===== config.mk =====
export PLATFORM = sky130hd
export DESIGN_NAME = serial_loaded_bank_mapper
export DESIGN_NICKNAME = d
export VERILOG_FILES = /design/src/slbm_pkg.sv /design/src/slbm_front.sv /design/src/slbm_queue.sv /design/src/slbm_modulo.sv /design/src/slbm_back.sv /design/src/serial_loaded_bank_mapper.sv
export SDC_FILE = /design/constraint.sdc
export NUM_CORES = 1
export LEC_CHECK = 0
export ABC_AREA = 1
export BUFFER_PORTS_ARGS = -buffer_cell sky130_fd_sc_hd__buf_2
export CORE_ASPECT_RATIO = 1.4
export CORE_MARGIN = 5
export CORE_UTILIZATION = 34
export CTS_CLUSTER_DIAMETER = 150
export CTS_CLUSTER_SIZE = 40
export DETAILED_ROUTE_END_ITERATION = 6
export GPL_TIMING_DRIVEN = 0
export PLACE_DENSITY = 0.55
export REMOVE_ABC_BUFFERS = 1
export SYNTH_ARGS = -nofsm -noshare
export SYNTH_HDL_FRONTEND = slang
export SYNTH_SLANG_ARGS = --single-unit

===== constraint.sdc =====
create_clock -name clk -period 3.98 [get_ports clk]
set_input_delay 0.398 -clock clk [delete_from_list [all_inputs] [get_ports clk]]
set_output_delay 0.398 -clock clk [all_outputs]
set_load 0.01 [all_outputs]

===== src/slbm_pkg.sv =====
// ============================================================================
// slbm_pkg
// Shared types, constants and helpers of the serial loaded bank mapper.
// ============================================================================
package slbm_pkg;

    // Bank count limits
    localparam int MAX_PROGRAM_BANKS   = 32;
    localparam int MAX_CHARACTER_BANKS = 32;

    // Field widths
    localparam int ADDR_W   = 16;
    localparam int DATA_W   = 8;
    localparam int COUNT_W  = 6;
    localparam int BANK_W   = 8;
    localparam int PRG_W    = 19;
    localparam int CHR_W    = 17;
    localparam int REGION_W = 3;
    localparam int QUEUE_DEPTH = 2;

    // Opcodes of an input item
    localparam logic [1:0] OP_READ  = 2'd0;
    localparam logic [1:0] OP_WRITE = 2'd1;
    localparam logic [1:0] OP_LOAD  = 2'd2;

    // Region codes of a result item
    localparam logic [REGION_W-1:0] REGION_CHR       = 3'd0;
    localparam logic [REGION_W-1:0] REGION_PRG       = 3'd1;
    localparam logic [REGION_W-1:0] REGION_NOSRAM    = 3'd2;
    localparam logic [REGION_W-1:0] REGION_UNHANDLED = 3'd3;
    localparam logic [REGION_W-1:0] REGION_LOAD      = 3'd4;

    // Configuration register indexes
    localparam logic CFG_PRG_COUNT = 1'b0;
    localparam logic CFG_CHR_COUNT = 1'b1;

    // Reset values and masks
    localparam logic [COUNT_W-1:0] PRG_COUNT_RST = 6'd8;
    localparam logic [COUNT_W-1:0] CHR_COUNT_RST = 6'd2;
    localparam logic [4:0]         SHIFT_INIT    = 5'h10;
    localparam logic [4:0]         CTRL_MODE3    = 5'h0C;
    localparam logic [BANK_W-1:0]  BANK_LAST     = 8'hFF;
    localparam logic [PRG_W-1:0]   PRG_OFF1_RST  = PRG_W'((int'(PRG_COUNT_RST) - 1) << 14);

    // Address boundaries
    localparam logic [ADDR_W-1:0] ADDR_NOSRAM_LO = 16'h6000;
    localparam logic [ADDR_W-1:0] ADDR_CHR_HI    = 16'h2000;
    localparam logic [ADDR_W-1:0] ADDR_PRG_LO    = 16'h8000;
    localparam logic [ADDR_W-1:0] ADDR_CHR0_REG  = 16'hA000;
    localparam logic [ADDR_W-1:0] ADDR_CHR1_REG  = 16'hC000;
    localparam logic [ADDR_W-1:0] ADDR_PRG_REG   = 16'hE000;

    // Item class decided by the front end
    typedef enum logic [2:0] {
        KIND_CHR,
        KIND_PRG,
        KIND_NOSRAM,
        KIND_UNHANDLED,
        KIND_LOAD
    } slbm_kind_t;

    typedef struct packed {
        slbm_kind_t         kind;
        logic               wr;
        logic [ADDR_W-1:0]  address;
        logic [DATA_W-1:0]  data;
    } slbm_item_t;

    typedef struct packed {
        logic [REGION_W-1:0] region;
        logic [PRG_W-1:0]    physical_offset;
        logic                is_write;
        logic [DATA_W-1:0]   write_data;
        logic [1:0]          mirroring;
    } slbm_result_t;

    typedef struct packed {
        logic               full;
        logic               empty;
    } slbm_q_status_t;

    typedef struct packed {
        logic               start;
        logic [BANK_W-1:0]  bank;
        logic [COUNT_W-1:0] count;
    } slbm_mod_req_t;

    typedef struct packed {
        logic               done;
        logic [COUNT_W-1:0] remainder;
    } slbm_mod_rsp_t;

    // Force a bank count into 1..maxc
    function automatic logic [COUNT_W-1:0] clamp_count(logic [COUNT_W-1:0] c, int maxc);
        if (c == '0)
            return COUNT_W'(1);
        if (int'(c) > maxc)
            return COUNT_W'(maxc);
        return c;
    endfunction

endpackage


===== src/slbm_front.sv =====
// ============================================================================
// slbm_front
// Accepts bus items and classifies them by opcode and address.
// ============================================================================
module slbm_front
    import slbm_pkg::*;
(
    input  logic                  s_tvalid,
    output logic                  s_tready,
    input  logic [23:0]           s_tdata,   // address[15:0], data[23:16]
    input  logic [1:0]            s_tuser,   // opcode[1:0]
    input  slbm_q_status_t        q_status,
    output logic                  push,
    output slbm_item_t            item
);

    logic [ADDR_W-1:0] addr;

    assign addr     = s_tdata[ADDR_W-1:0];
    assign s_tready = !q_status.full;
    assign push     = s_tvalid && !q_status.full;

    // Decode the item class
    always_comb
    begin
        item.address = addr;
        item.data    = s_tdata[ADDR_W +: DATA_W];
        item.wr      = (s_tuser == OP_WRITE);
        item.kind    = KIND_UNHANDLED;
        unique case (s_tuser) inside
            OP_LOAD:
            begin
                if (addr >= ADDR_PRG_LO)
                    item.kind = KIND_LOAD;
            end
            OP_READ, OP_WRITE:
            begin
                if (addr < ADDR_CHR_HI)
                    item.kind = KIND_CHR;
                else if (addr >= ADDR_PRG_LO)
                    item.kind = KIND_PRG;
                else if (addr >= ADDR_NOSRAM_LO)
                    item.kind = KIND_NOSRAM;
            end
            default:
                item.kind = KIND_UNHANDLED;
        endcase
    end

endmodule


===== src/slbm_queue.sv =====
// ============================================================================
// slbm_queue
// Short queue of classified items between the front and back ends.
// ============================================================================
module slbm_queue
    import slbm_pkg::*;
(
    input  logic            clk,
    input  logic            rst_n,
    input  logic            push,
    input  slbm_item_t      item_in,
    input  logic            pop,
    output slbm_item_t      item_out,
    output slbm_q_status_t  status
);

    localparam int PTR_W = (QUEUE_DEPTH > 1) ? $clog2(QUEUE_DEPTH) : 1;
    localparam int CNT_W = $clog2(QUEUE_DEPTH + 1);

    slbm_item_t        slot_reg [QUEUE_DEPTH];
    logic [PTR_W-1:0]  wr_ptr_reg, wr_ptr_next;
    logic [PTR_W-1:0]  rd_ptr_reg, rd_ptr_next;
    logic [CNT_W-1:0]  fill_reg, fill_next;

    assign status.full  = (fill_reg == CNT_W'(QUEUE_DEPTH));
    assign status.empty = (fill_reg == '0);
    assign item_out     = slot_reg[rd_ptr_reg];

    // Advance pointers and fill level
    always_comb
    begin
        wr_ptr_next = wr_ptr_reg;
        rd_ptr_next = rd_ptr_reg;
        fill_next   = fill_reg;
        if (push)
            wr_ptr_next = (wr_ptr_reg == PTR_W'(QUEUE_DEPTH - 1)) ? '0 : wr_ptr_reg + 1'b1;
        if (pop)
            rd_ptr_next = (rd_ptr_reg == PTR_W'(QUEUE_DEPTH - 1)) ? '0 : rd_ptr_reg + 1'b1;
        if (push && !pop)
            fill_next = fill_reg + 1'b1;
        else if (pop && !push)
            fill_next = fill_reg - 1'b1;
    end

    always_ff @(posedge clk or negedge rst_n)
    begin
        if (!rst_n)
        begin
            wr_ptr_reg <= '0;
            rd_ptr_reg <= '0;
            fill_reg   <= '0;
        end
        else
        begin
            wr_ptr_reg <= wr_ptr_next;
            rd_ptr_reg <= rd_ptr_next;
            fill_reg   <= fill_next;
        end
    end

    // Store the item
    always_ff @(posedge clk)
    begin
        if (push)
            slot_reg[wr_ptr_reg] <= item_in;
    end

endmodule


===== src/slbm_modulo.sv =====
// ============================================================================
// slbm_modulo
// Iterative signed bank modulo: two remainder bits a cycle, wrapped result.
// ============================================================================
module slbm_modulo
    import slbm_pkg::*;
(
    input  logic           clk,
    input  logic           rst_n,
    input  slbm_mod_req_t  req,
    output slbm_mod_rsp_t  rsp
);

    localparam int STEPS = BANK_W / 2;

    logic                        busy_reg, busy_next;
    logic                        done_reg, done_next;
    logic [$clog2(STEPS)-1:0]    step_reg, step_next;
    logic [BANK_W-1:0]           mag_reg, mag_next;
    logic [COUNT_W-1:0]          rem_reg, rem_next;
    logic [COUNT_W-1:0]          res_reg, res_next;
    logic [COUNT_W-1:0]          cnt_reg, cnt_next;
    logic                        neg_reg, neg_next;
    logic [COUNT_W:0]            try1, try2;
    logic [COUNT_W-1:0]          rem1;

    assign rsp.done      = done_reg;
    assign rsp.remainder = res_reg;

    // Two restoring steps on the magnitude
    always_comb
    begin
        try1 = {rem_reg, mag_reg[BANK_W-1]};
        if (try1 >= {1'b0, cnt_reg})
            try1 = try1 - {1'b0, cnt_reg};
        rem1 = try1[COUNT_W-1:0];
        try2 = {rem1, mag_reg[BANK_W-2]};
        if (try2 >= {1'b0, cnt_reg})
            try2 = try2 - {1'b0, cnt_reg};
    end

    always_comb
    begin
        busy_next = busy_reg;
        done_next = 1'b0;
        step_next = step_reg;
        mag_next  = mag_reg;
        rem_next  = rem_reg;
        res_next  = res_reg;
        cnt_next  = cnt_reg;
        neg_next  = neg_reg;
        if (req.start && !busy_reg)
        begin
            busy_next = 1'b1;
            step_next = '0;
            mag_next  = req.bank[BANK_W-1] ? BANK_W'(-req.bank) : req.bank;
            rem_next  = '0;
            cnt_next  = req.count;
            neg_next  = req.bank[BANK_W-1];
        end
        else if (busy_reg)
        begin
            mag_next  = {mag_reg[BANK_W-3:0], 2'b00};
            rem_next  = try2[COUNT_W-1:0];
            step_next = step_reg + 1'b1;
            if (step_reg == ($clog2(STEPS))'(STEPS - 1))
            begin
                busy_next = 1'b0;
                done_next = 1'b1;
                // wrap a negative remainder into range
                res_next = (neg_reg && try2[COUNT_W-1:0] != '0)
                         ? cnt_reg - try2[COUNT_W-1:0] : try2[COUNT_W-1:0];
            end
        end
    end

    always_ff @(posedge clk or negedge rst_n)
    begin
        if (!rst_n)
        begin
            busy_reg <= 1'b0;
            done_reg <= 1'b0;
            step_reg <= '0;
        end
        else
        begin
            busy_reg <= busy_next;
            done_reg <= done_next;
            step_reg <= step_next;
        end
    end

    always_ff @(posedge clk)
    begin
        mag_reg <= mag_next;
        rem_reg <= rem_next;
        res_reg <= res_next;
        cnt_reg <= cnt_next;
        neg_reg <= neg_next;
    end

endmodule


===== src/slbm_back.sv =====
// ============================================================================
// slbm_back
// Holds mapper state, executes items, recomputes bank offsets, drives results.
// ============================================================================
module slbm_back
    import slbm_pkg::*;
(
    input  logic            clk,
    input  logic            rst_n,
    input  slbm_item_t      item,
    input  slbm_q_status_t  q_status,
    output logic            pop,
    input  logic            cfg_valid,
    output logic            cfg_ready,
    input  logic            cfg_index,
    input  logic [5:0]      cfg_data,
    output logic            out_valid,
    input  logic            out_ready,
    output slbm_result_t    result
);

    typedef enum logic [1:0] {
        S_IDLE = 2'b01,
        S_CALC = 2'b10
    } back_state_t;

    back_state_t         state_reg, state_next;
    logic [1:0]          job_reg, job_next;
    logic                issued_reg, issued_next;
    logic                fresh_reg, fresh_next;
    logic [COUNT_W-1:0]  prg_count_reg, prg_count_next;
    logic [COUNT_W-1:0]  chr_count_reg, chr_count_next;
    logic [4:0]          shift_reg, shift_next;
    logic [4:0]          ctrl_reg, ctrl_next;
    logic [3:0]          prg_bank_reg, prg_bank_next;
    logic [4:0]          chr_low_reg, chr_low_next;
    logic [4:0]          chr_high_reg, chr_high_next;
    logic [PRG_W-1:0]    prg_off_reg [2];
    logic [PRG_W-1:0]    prg_off_next [2];
    logic [CHR_W-1:0]    chr_off_reg [2];
    logic [CHR_W-1:0]    chr_off_next [2];
    logic                out_valid_reg, out_valid_next;
    slbm_result_t        result_reg, result_next;

    slbm_mod_req_t       mod_req;
    slbm_mod_rsp_t       mod_rsp;
    logic [BANK_W-1:0]   prg_b0, prg_b1, chr_b0, chr_b1;
    logic [1:0]          prg_layout;
    logic [4:0]          shifted;
    logic                recalc;
    logic [PRG_W-1:0]    prg_scaled;
    logic [CHR_W-1:0]    chr_scaled;

    assign out_valid = out_valid_reg;
    assign result    = result_reg;
    assign cfg_ready = (state_reg == S_IDLE);
    assign pop       = (state_reg == S_IDLE) && !cfg_valid && !q_status.empty
                    && (!out_valid_reg || out_ready);

    slbm_modulo u_modulo
    (
        .clk   (clk),
        .rst_n (rst_n),
        .req   (mod_req),
        .rsp   (mod_rsp)
    );

    // Pick the bank numbers for the four offsets
    always_comb
    begin
        prg_layout = ctrl_reg[3:2];
        prg_b0     = '0;
        prg_b1     = BANK_LAST;
        chr_b0     = '0;
        chr_b1     = '0;
        if (!fresh_reg)
        begin
            unique case (prg_layout) inside
                2'd0, 2'd1:
                begin
                    prg_b0 = {4'b0, prg_bank_reg[3:1], 1'b0};
                    prg_b1 = {4'b0, prg_bank_reg[3:1], 1'b1};
                end
                2'd2:
                begin
                    prg_b0 = '0;
                    prg_b1 = {4'b0, prg_bank_reg};
                end
                default:
                begin
                    prg_b0 = {4'b0, prg_bank_reg};
                    prg_b1 = BANK_LAST;
                end
            endcase
            if (!ctrl_reg[4])
            begin
                chr_b0 = {3'b0, chr_low_reg[4:1], 1'b0};
                chr_b1 = {3'b0, chr_low_reg[4:1], 1'b1};
            end
            else
            begin
                chr_b0 = {3'b0, chr_low_reg};
                chr_b1 = {3'b0, chr_high_reg};
            end
        end
    end

    // Feed the modulo unit with the current job
    always_comb
    begin
        mod_req.start = (state_reg == S_CALC) && !issued_reg;
        mod_req.count = job_reg[1] ? clamp_count(chr_count_reg, MAX_CHARACTER_BANKS)
                                   : clamp_count(prg_count_reg, MAX_PROGRAM_BANKS);
        case (job_reg)
            2'd0:    mod_req.bank = prg_b0;
            2'd1:    mod_req.bank = prg_b1;
            2'd2:    mod_req.bank = chr_b0;
            default: mod_req.bank = chr_b1;
        endcase
    end

    assign prg_scaled = PRG_W'({mod_rsp.remainder, 14'b0});
    assign chr_scaled = CHR_W'({mod_rsp.remainder, 12'b0});
    assign shifted    = {item.data[0], shift_reg[4:1]};

    // Execute items, take register writes, step through the offsets
    always_comb
    begin
        state_next      = state_reg;
        job_next        = job_reg;
        issued_next     = issued_reg;
        fresh_next      = fresh_reg;
        prg_count_next  = prg_count_reg;
        chr_count_next  = chr_count_reg;
        shift_next      = shift_reg;
        ctrl_next       = ctrl_reg;
        prg_bank_next   = prg_bank_reg;
        chr_low_next    = chr_low_reg;
        chr_high_next   = chr_high_reg;
        prg_off_next    = prg_off_reg;
        chr_off_next    = chr_off_reg;
        out_valid_next  = out_valid_reg && !out_ready;
        result_next     = result_reg;
        recalc          = 1'b0;

        unique case (state_reg)
            S_IDLE:
            begin
                if (cfg_valid)
                begin
                    if (cfg_index == CFG_PRG_COUNT)
                        prg_count_next = cfg_data;
                    else
                        chr_count_next = cfg_data;
                    recalc = 1'b1;
                end
                else if (pop)
                begin
                    out_valid_next              = 1'b1;
                    result_next.region          = REGION_UNHANDLED;
                    result_next.physical_offset = '0;
                    result_next.is_write        = 1'b0;
                    result_next.write_data      = '0;
                    case (item.kind)
                        KIND_CHR:
                        begin
                            result_next.region          = REGION_CHR;
                            result_next.physical_offset =
                                PRG_W'(chr_off_reg[item.address[12]])
                                + PRG_W'(item.address[11:0]);
                            result_next.is_write        = item.wr;
                            result_next.write_data      = item.wr ? item.data : '0;
                        end
                        KIND_PRG:
                        begin
                            result_next.region          = REGION_PRG;
                            result_next.physical_offset =
                                prg_off_reg[item.address[14]]
                                + PRG_W'(item.address[13:0]);
                            result_next.is_write        = item.wr;
                            result_next.write_data      = item.wr ? item.data : '0;
                        end
                        KIND_NOSRAM:
                            result_next.region = REGION_NOSRAM;
                        KIND_LOAD:
                        begin
                            result_next.region = REGION_LOAD;
                            if (item.data[7])
                            begin
                                shift_next = SHIFT_INIT;
                                ctrl_next  = ctrl_reg | CTRL_MODE3;
                                recalc     = 1'b1;
                            end
                            else if (shift_reg[0])
                            begin
                                // fifth bit: commit to the addressed register
                                if (item.address < ADDR_CHR0_REG)
                                    ctrl_next = shifted;
                                else if (item.address < ADDR_CHR1_REG)
                                    chr_low_next = shifted;
                                else if (item.address < ADDR_PRG_REG)
                                    chr_high_next = shifted;
                                else
                                    prg_bank_next = shifted[3:0];
                                shift_next = SHIFT_INIT;
                                recalc     = 1'b1;
                            end
                            else
                                shift_next = shifted;
                            if (recalc)
                                fresh_next = 1'b0;
                        end
                        default:
                            result_next.region = REGION_UNHANDLED;
                    endcase
                    result_next.mirroring = ctrl_next[1:0];
                end
                if (recalc)
                begin
                    state_next  = S_CALC;
                    job_next    = '0;
                    issued_next = 1'b0;
                end
            end
            S_CALC:
            begin
                if (!issued_reg)
                    issued_next = 1'b1;
                else if (mod_rsp.done)
                begin
                    case (job_reg)
                        2'd0:    prg_off_next[0] = prg_scaled;
                        2'd1:    prg_off_next[1] = prg_scaled;
                        2'd2:    chr_off_next[0] = chr_scaled;
                        default: chr_off_next[1] = chr_scaled;
                    endcase
                    issued_next = 1'b0;
                    job_next    = job_reg + 1'b1;
                    if (job_reg == 2'd3)
                        state_next = S_IDLE;
                end
            end
            default:
                state_next = S_IDLE;
        endcase
    end

    always_ff @(posedge clk or negedge rst_n)
    begin
        if (!rst_n)
        begin
            state_reg      <= S_IDLE;
            job_reg        <= '0;
            issued_reg     <= 1'b0;
            fresh_reg      <= 1'b1;
            prg_count_reg  <= PRG_COUNT_RST;
            chr_count_reg  <= CHR_COUNT_RST;
            shift_reg      <= SHIFT_INIT;
            ctrl_reg       <= '0;
            prg_bank_reg   <= '0;
            chr_low_reg    <= '0;
            chr_high_reg   <= '0;
            prg_off_reg[0] <= '0;
            prg_off_reg[1] <= PRG_OFF1_RST;
            chr_off_reg[0] <= '0;
            chr_off_reg[1] <= '0;
            out_valid_reg  <= 1'b0;
        end
        else
        begin
            state_reg      <= state_next;
            job_reg        <= job_next;
            issued_reg     <= issued_next;
            fresh_reg      <= fresh_next;
            prg_count_reg  <= prg_count_next;
            chr_count_reg  <= chr_count_next;
            shift_reg      <= shift_next;
            ctrl_reg       <= ctrl_next;
            prg_bank_reg   <= prg_bank_next;
            chr_low_reg    <= chr_low_next;
            chr_high_reg   <= chr_high_next;
            prg_off_reg    <= prg_off_next;
            chr_off_reg    <= chr_off_next;
            out_valid_reg  <= out_valid_next;
        end
    end

    // Hold the result payload
    always_ff @(posedge clk)
    begin
        result_reg <= result_next;
    end

    // Recompute never overlaps item execution
    a_no_pop_in_calc: assert property (@(posedge clk) disable iff (!rst_n)
        (state_reg == S_CALC) |-> !pop)
        else $error("item popped during offset recompute");

    // The shifter marker bit is never lost
    a_shift_marker: assert property (@(posedge clk) disable iff (!rst_n)
        shift_reg != '0)
        else $error("load shifter lost its marker");

    // The modulo unit answers only while recomputing
    a_mod_done_in_calc: assert property (@(posedge clk) disable iff (!rst_n)
        mod_rsp.done |-> (state_reg == S_CALC) && issued_reg)
        else $error("stray modulo result");

    // A configuration write starts a recompute
    a_cfg_recalc: assert property (@(posedge clk) disable iff (!rst_n)
        (cfg_valid && cfg_ready) |=> (state_reg == S_CALC) && (job_reg == 2'd0))
        else $error("configuration write did not start a recompute");

    // Remainder stays below the bank count it was taken against
    a_mod_range: assert property (@(posedge clk) disable iff (!rst_n)
        mod_rsp.done |-> (mod_rsp.remainder < mod_req.count))
        else $error("modulo result out of range");

endmodule


===== src/serial_loaded_bank_mapper.sv =====
// ============================================================================
// serial_loaded_bank_mapper
// Cartridge bank mapper with five-bit serial register loading.
// ============================================================================
//  channel | direction | handshake         | payload
//  --------+-----------+-------------------+----------------------------------
//  s_      | in        | s_tvalid/s_tready | tdata address,data; tuser opcode
//  m_      | out       | m_tvalid/m_tready | tdata offset,wr,wdata,mirror;
//          |           |                   | tuser region
//  cfg_    | in        | cfg_valid/ready   | cfg_index, cfg_data (6 bit)
//
//  A read, write or non-committing load item is executed by the back end as it
//  is popped from the queue; its result is registered as the item is popped.
//  A committing load, a shifter clear and each configuration write then
//  recompute four bank offsets through one iterative modulo unit, one offset
//  after another, during which the back end takes no item; the front
//  keeps filling a two-entry queue. Reset is asynchronous, active low.
// ============================================================================
module serial_loaded_bank_mapper
    import slbm_pkg::*;
(
    input  logic        clk,
    input  logic        rst_n,
    input  logic        s_tvalid,
    output logic        s_tready,
    input  logic [23:0] s_tdata,    // address[15:0], data[23:16]
    input  logic [1:0]  s_tuser,    // opcode[1:0]
    output logic        m_tvalid,
    input  logic        m_tready,
    output logic [31:0] m_tdata,    // physical_offset[18:0], is_write[19],
                                    // write_data[27:20], mirroring[29:28]
    output logic [2:0]  m_tuser,    // region[2:0]
    input  logic        cfg_valid,
    output logic        cfg_ready,
    input  logic        cfg_index,
    input  logic [5:0]  cfg_data
);

    slbm_item_t      front_item;
    slbm_item_t      queue_item;
    slbm_q_status_t  q_status;
    slbm_result_t    result;
    logic            push;
    logic            pop;

    slbm_front u_front
    (
        .s_tvalid (s_tvalid),
        .s_tready (s_tready),
        .s_tdata  (s_tdata),
        .s_tuser  (s_tuser),
        .q_status (q_status),
        .push     (push),
        .item     (front_item)
    );

    slbm_queue u_queue
    (
        .clk      (clk),
        .rst_n    (rst_n),
        .push     (push),
        .item_in  (front_item),
        .pop      (pop),
        .item_out (queue_item),
        .status   (q_status)
    );

    slbm_back u_back
    (
        .clk       (clk),
        .rst_n     (rst_n),
        .item      (queue_item),
        .q_status  (q_status),
        .pop       (pop),
        .cfg_valid (cfg_valid),
        .cfg_ready (cfg_ready),
        .cfg_index (cfg_index),
        .cfg_data  (cfg_data),
        .out_valid (m_tvalid),
        .out_ready (m_tready),
        .result    (result)
    );

    // Pack the result item
    assign m_tuser = result.region;
    assign m_tdata = {2'b00, result.mirroring, result.write_data,
                      result.is_write, result.physical_offset};

endmodule


After elaboration in Yosys (flattened, before gate mapping):

Memory sizes are Yosys's and may differ from the RTL's.
Cells that the tools add are included.

* logic and storage cells: 231
* bits of input ports: 38
* output and inout bits: 38
* latch bits: 0
* memory bits (read-only): 0
* bits in writable memories: 56
* bits in registers: 130
* memories: 1

* magnitude comparators: 12
* add/sub/neg operators: 12
* multiplexer cells: 90
* reduce and logical (&&, ||, !) cells: 54
* shift operators: 0
* div/mod/pow operators: 0
* bitwise operators: 10
* equality and inequality tests: 18
* multipliers: 0

Memories
* u_queue.slot_reg: depth 2, width 28, rd ports 1, clocked after Yosys merged registers in 0, write ports 1, RTL line slbm_queue.sv:20 `slbm_item_t slot_reg [QUEUE_DEPTH];`

Operator list (count)
* $mux 6: 11
* $mux 19: 3
* $pmux 28 s2: 1
* $mux 17: 3
* $lt 16x16->1 const B: 3
* $mux 8: 6
* $mux 1: 34
* $reduce_and 4->1: 7
* $mux 5: 5
* $mux 2: 12
* $pmux 8 s3: 1
* $add 19x14->19: 1
* $add 17x12->18: 1
* $reduce_and 9->1: 2
* $ge 16x15->1 const B: 1
* $ge 16x16->1 const B: 1
* $lt 16x14->1 const B: 1
* $mux 4: 4
* $pmux 8 s2: 1
* $eq 2x2->1 const B: 7
* $ge 7x6->1: 2
* $gt 6x6->1 const B: 2
* $logic_not 6->1: 2
* $pmux 3 s4: 1
* 35 further kinds: 84

Logic depth before layout (Yosys ltp):

* depth after elaboration: 13
* depth in mapped cells: 32
* gate-level depth less buffers: 32

Modules after synthesis:

A second synthesis with hierarchy kept.

* cell total of the unflattened synthesis: 935
* area, all modules: 9334.0 µm²

By module, submodules not included
* slbm_back: cells each 497, seq. area each 2577.5 µm², area each 4430.5 µm², instances 1
* slbm_modulo: cells each 281, seq. area each 850.8 µm², area each 2341.0 µm², instances 1
* slbm_queue: cells each 112, seq. area each 1781.7 µm², area each 2274.7 µm², instances 1
* slbm_front: cells each 42, seq. area each 0.0 µm², area each 269.0 µm², instances 1
* serial_loaded_bank_mapper: cells each 3, seq. area each 0.0 µm², area each 18.8 µm², instances 1

Worst setup path before layout:

Ideal clock, no wire load.

* path type: register to register
* start point: reg u_back.u_modulo.cnt_reg[2]
* end point: reg u_back.u_modulo.res_reg[4] (data pin)
* clock period less this slack: 3.607 ns
* arrival: 3.355 ns
* stages on the path, launching flop included: 31
* slack: 0.373 ns
* path buffers: 0
* setup time: 0.252 ns
* cell sequence: edfxtp_1 -> inv_1 -> ha_1 -> nand2_1 -> nand2_1 -> inv_2 -> nand2_2 -> nand2_2 -> nand3_4 -> o21ai_0 -> inv_1 -> ha_1 -> nand2_1 -> inv_1 -> nand3b_1 -> nand3_1 -> a21oi_2 -> nand3_4 -> nand2_1 -> nand3_1 -> nand2_1 -> inv_1 -> ha_1 -> inv_1 -> nand2_1 -> nand3_1 -> nand2_1 -> nand2_1 -> nand2_1 -> nand2_1 -> nand2_1

* cells in the longest elaborated chain, start to end: 7

Ends and longest elaborated chain
* start, declared: RTL line slbm_modulo.sv:22 `logic [COUNT_W-1:0] cnt_reg, cnt_next;`
* start signal, assigned: RTL line slbm_modulo.sv:98 `cnt_reg <= cnt_next;`
* branches (longest 6 deep; another with $sub 6x6->6)
* $mux 5 *: RTL line slbm_modulo.sv:72 `? cnt_reg - try2[COUNT_W-1:0] : try2[COUNT_W-1:0];`
* end signal, assigned: RTL line slbm_modulo.sv:97 `res_reg <= res_next;`
* end, declared: RTL line slbm_modulo.sv:21 `logic [COUNT_W-1:0] res_reg, res_next;`

Every way passes the cells marked *.
A chain may end at the register's enable or synchronous reset.

Final worst setup path:

* start point: reg u_back.u_modulo.cnt_reg[4]
* end point: reg u_back.u_modulo.res_reg[4] (data pin)

* cells in the longest elaborated chain, start to end: 7

Ends and longest elaborated chain (RTL line)
* branches (longest 6 deep; another with $ge 7x6->1)
* $mux 5 *: slbm_modulo.sv:72

Marked as above.

==> impl_metrics.sql <==
INSERT INTO impl_metrics (metric_group, metric, value, unit) VALUES
('status', 'status', 'finished, final reports clean', ''),
('critical_path', 'crit_fanout', '7', ''),
('clock_tree', 'clk_pin_slew', '0.08', 'ns'),
('timing', 'finalHoldViolations', '0', ''),
('timing', 'finalCriticalPeriod', '3.89', 'ns'),
('timing', 'tightest_slew', '1.04', 'ns'),
('clock_tree', 'clock_insertion_delay_worst_skew', '0.44', 'ns'),
('run', 'max-cap-violations', '0', ''),
('pwr', 'vdd_drop_max', '0.497', 'mV'),
('clock_tree', 'numCtsBuffers', '17', ''),
('pwr', 'power_density', '856', 'mW/mm^2'),
('timing', 'skew', '0.0130', 'ns'),
('pwr', 'leakage', '4.51', 'nW'),
('clock_tree', 'cts_tree', 'built', ''),
('yosys', 'synthDominantAreaCellType', 'edfxtp_1', ''),
('floorplan', 'core_box_area', '0.0252', 'sq mm'),
('timing', 'min_period_over_period', '97.6', '%'),
('detailed_routing', 'route.final.wire_length', '18.9', 'mm'),
('finish', 'areaGrowthSynthToFinish', '18.7', '%'),
('critical_path', 'worst_setup_path_start_kind', 'register', ''),
('yosys', 'synth.cell_area', '0.00862', 'sq mm'),
('finish', 'max_ffs_per_register', '56', ''),
('global_route', 'met2_usage', '24.9', '%'),
('yosys', 'fraction_of_post_synthesis_cell_area_in_the_top_cell_type_by_area', '38.0', '%'),
('place', 'hpwl', '13.2', 'mm'),
('place', 'numPortBuffers', '73', ''),
('critical_path', 'worstSetupEndpointType', 'register', ''),
('global_route', 'globalRoute.busiestLayer', 'met2', ''),
('detailed_routing', 'first_iter_violations', '298', ''),
('finish', 'drive_gt1_share', '20.8', '%'),
('timing', 'maxSlewHeadroom', '30.4', '%'),
('clock_tree', 'cts.root.buffer_cell', 'clkbuf_16', ''),
('detailed_routing', 'remaining_drc_errors', '0', ''),
('yosys', 'post_synth.cell_area_avg', '9.89', 'sq um'),
('global_route', 'antenna_found_initial', '0', ''),
('finish', 'diode_insertion_count_for_antenna_repair', '0', ''),
('clock_tree', 'cts-root-to-sink-buffers', '2', ''),
('yosys', 'netlist_top_cells_area', 'edfxtp_1 (38%), dfrtp_1 (18%), nand2_1 (7.7%)', ''),
('floorplan', 'row_count', '69', ''),
('global_route', 'grt_pass1_vias', '6229', ''),
('critical_path', 'timing.critical_path.required', '4.18', 'ns'),
('global_route', 'globalRouteOverflowTotal', '0', ''),
('timing', 'max_freq', '0.257', 'GHz'),
('global_route', 'grt_util_met3', '3.13', '%'),
('detailed_routing', 'drt_pass1_iterations', '5', ''),
('detailed_routing', 'antenna_violating_nets_post_route', '0', ''),
('yosys', 'synth_enable_flop_cells', '109', ''),
('floorplan', 'initial_core_util', '34.2', '%'),
('detailed_routing', 'avgViaCountPerCell', '4.72', ''),
('yosys', 'yosys.cell_types.count', '48', ''),
('yosys', 'ys_async_sr_fraction', '38.2', '%'),
('timing', 'unrepaired_setup_endpoints_after_global_routing', 'true', ''),
('floorplan', 'chipHeight', '198', 'um'),
('global_route', 'global_route.usage.met1', '14.7', '%'),
('pwr', 'post-layout-total-power', '8.76', 'mW'),
('yosys', 'ys_seq_elements', '186', ''),
('critical_path', 'worst_path_arrival', '4.08', 'ns'),
('timing', 'hold_ws', '0.145', 'ns'),
('floorplan', 'die_x', '145', 'um'),
('floorplan', 'ioPinCount', '76', ''),
('yosys', 'ys_dominant_reg_cell', 'edfxtp_1', ''),
('detailed_routing', 'dr_total_vias', '6137', ''),
('clock_tree', 'clock_sinks', '186', ''),
('yosys', 'seq_area_frac_synth', '60.1', '%'),
('global_route', 'largest_net_degree_at_the_start_of_global_routing', '68', ''),
('timing', 'final-setup-viol-count', '0', ''),
('place', 'gpl.final_weighted_congestion', '0.795', ''),
('critical_path', 'critical_path_class', 'reg -> reg', ''),
('detailed_routing', 'drt-wirelength-per-cell', '14.5', 'um'),
('timing', 'slew_violations', '0', ''),
('worst_hold_path', 'min-delay-path-class', 'in -> reg', ''),
('yosys', 'synthCells', '872', ''),
('global_route', 'grt_usage', '13.6', '%'),
('global_route', 'first_pass_grt_wire_length', '30.7', 'mm'),
('floorplan', 'total_die_area', '0.0287', 'sq mm'),
('clock_tree', 'htree_levels', '4', ''),
('yosys', 'synth_warnings', '0', ''),
('finish', 'num-nets-final', '1030', '');
[layout by cell type (no fill, tap or decap), types with 7 or more instances in the layout]
cell / instances
a21oi_1: 32
dfstp_2: 8
mux2_2: 10
buf_2: 72
nor3_1: 16
o21ai_1: 8
nand3_1: 40
o211ai_1: 7
xnor2_1: 7
inv_2: 14
edfxtp_1: 109
nand2_2: 13
nor2_1: 81
clkbuf_16: 17
buf_4: 14
nand2_1: 172
dfrtp_1: 62
ha_1: 15
inv_1: 117
o21ai_0: 58
[metrics by stage]
step / worst slack, ns / utilization [%] / instance area (sq um) / cells / setup TNS [ns]
2_1_floorplan: 0.373 / - / 8570 / 860 / 0
3_3_place_gp: -0.455 / 37.0 / 9330 / 1252 / -1.54
3_5_place_dp: -0.476 / 37.2 / 9380 / 1253 / -1.62
4_1_cts: 0.00494 / 39.9 / 10000 / 1291 / 0
5_1_grt: -0.139 / 40.6 / 10200 / 1300 / -0.210
6_report: 0.0949 / 40.6 / 10200 / 1300 / 0
[per-layer routing]
| metal | vias up | wire length (um) |
|---|---|---|
| li1 | 3080 | - |
| met1 | 2902 | 7440 |
| met2 | 121 | 10100 |
| met3 | 34 | 788 |
| met4 | 0 | 574 |
| met5 | - | 0 |
[synthesized netlist by cell type, types with 4 or more instances]
library cell and instances:
a21oi_1 34, a31oi_1 5, a32o_1 4, clkbuf_1 7, dfrtp_1 63, dfstp_2 8
dfxtp_1 6, edfxtp_1 109, ha_1 22, inv_1 123, inv_2 8, mux2_2 10
nand2_1 178, nand2_2 8, nand3_1 41, nand3b_1 4, nor2_1 84, nor2_2 5
nor3_1 16, nor4_1 4, o211ai_1 7, o21ai_0 60, o21ai_1 8, or2_2 5
xnor2_1 7, xor2_1 6
[power breakdown]
group,switching (mW),internal [mW]
clock network,0.784,0.826
logic,2.61,1.48
registers,0.330,2.73
total,3.72,5.04
[final timing paths]
check	start	cells past startpoint	end	slack (ns)
max	u_back.u_modulo.cnt_reg[4]$_DFFE_PP_	24	u_back.u_modulo.res_reg[4]$_DFFE_PP_	0.09
min	s_tdata[17]	1	u_queue.slot_reg[0][1]$_DFFE_PP_	0.14
max reg2reg	u_back.u_modulo.cnt_reg[4]$_DFFE_PP_	24	u_back.u_modulo.res_reg[4]$_DFFE_PP_	0.09
min reg2reg	u_queue.fill_reg[0]$_DFFE_PN0P_	1	u_queue.fill_reg[0]$_DFFE_PN0P_	0.48
max in group asynchronous	rst_n	3	u_back.prg_off_reg[16]$_DFFE_PN1P_	3.09
min in group asynchronous	rst_n	2	u_back.chr_count_reg[4]$_DFFE_PN0P_	0.32
[kinds of logic (layout without fill, tap and decap cells)]
logic type | count (synthesis) | count (layout) | share of synthesized area (%)
mux | 12 | 12 | 1.54
buf+inv | 146 | 253 | 6.48
fa+ha+maj | 24 | 24 | 3.66
flops | 186 | 186 | 60.1
other cells | 1 | 2 | 0.0435
xor+xnor | 13 | 13 | 1.32
compound gates | 134 | 134 | 8.84
simple gates | 356 | 357 | 18.1
[cell type report]
class	instances	area, sq um
Clock buffer	18	429
Clock inverter	14	135
Fill cell	2464	15000
Inverter	133	499
Multi-Input combinational cell	542	3090
Sequential cell	186	5180
Tap cell	319	399
Timing Repair Buffer	88	503
[what timing repair did]
| action | 4_1_cts | 5_1_grt |
|---|---|---|
| setup endpoints to repair | 5 | 12 |
| gates cloned | 1 | 0 |
| pin swaps | 4 | 7 |
| endpoints found under the hold margin | 4 | 0 |
| hold buffers | 1 | 0 |
| gates resized for setup | 14 | 23 |
| buffers inserted | 4 | 9 |
[worst max-delay path, cell delays in order, from the launching register on]
cell and delay [ns]:
edfxtp_1 0.41, inv_2 0.11, ha_1 0.27, nand2_1 0.09, nand2_2 0.08, a21oi_4 0.21
nand3_4 0.17, o21ai_4 0.30, ha_4 0.26, nand2_1 0.09, inv_1 0.06, nand3b_1 0.09
nand3_2 0.11, a21oi_2 0.19, nand3_4 0.16, o21ai_4 0.23, ha_1 0.31, nand3_1 0.10
nand2_1 0.05, inv_1 0.06, nand2_1 0.05, nand2_1 0.05, nand2_1 0.05, nand2_1 0.05
nand2_1 0.05
(Power assumes the default switching activity.)
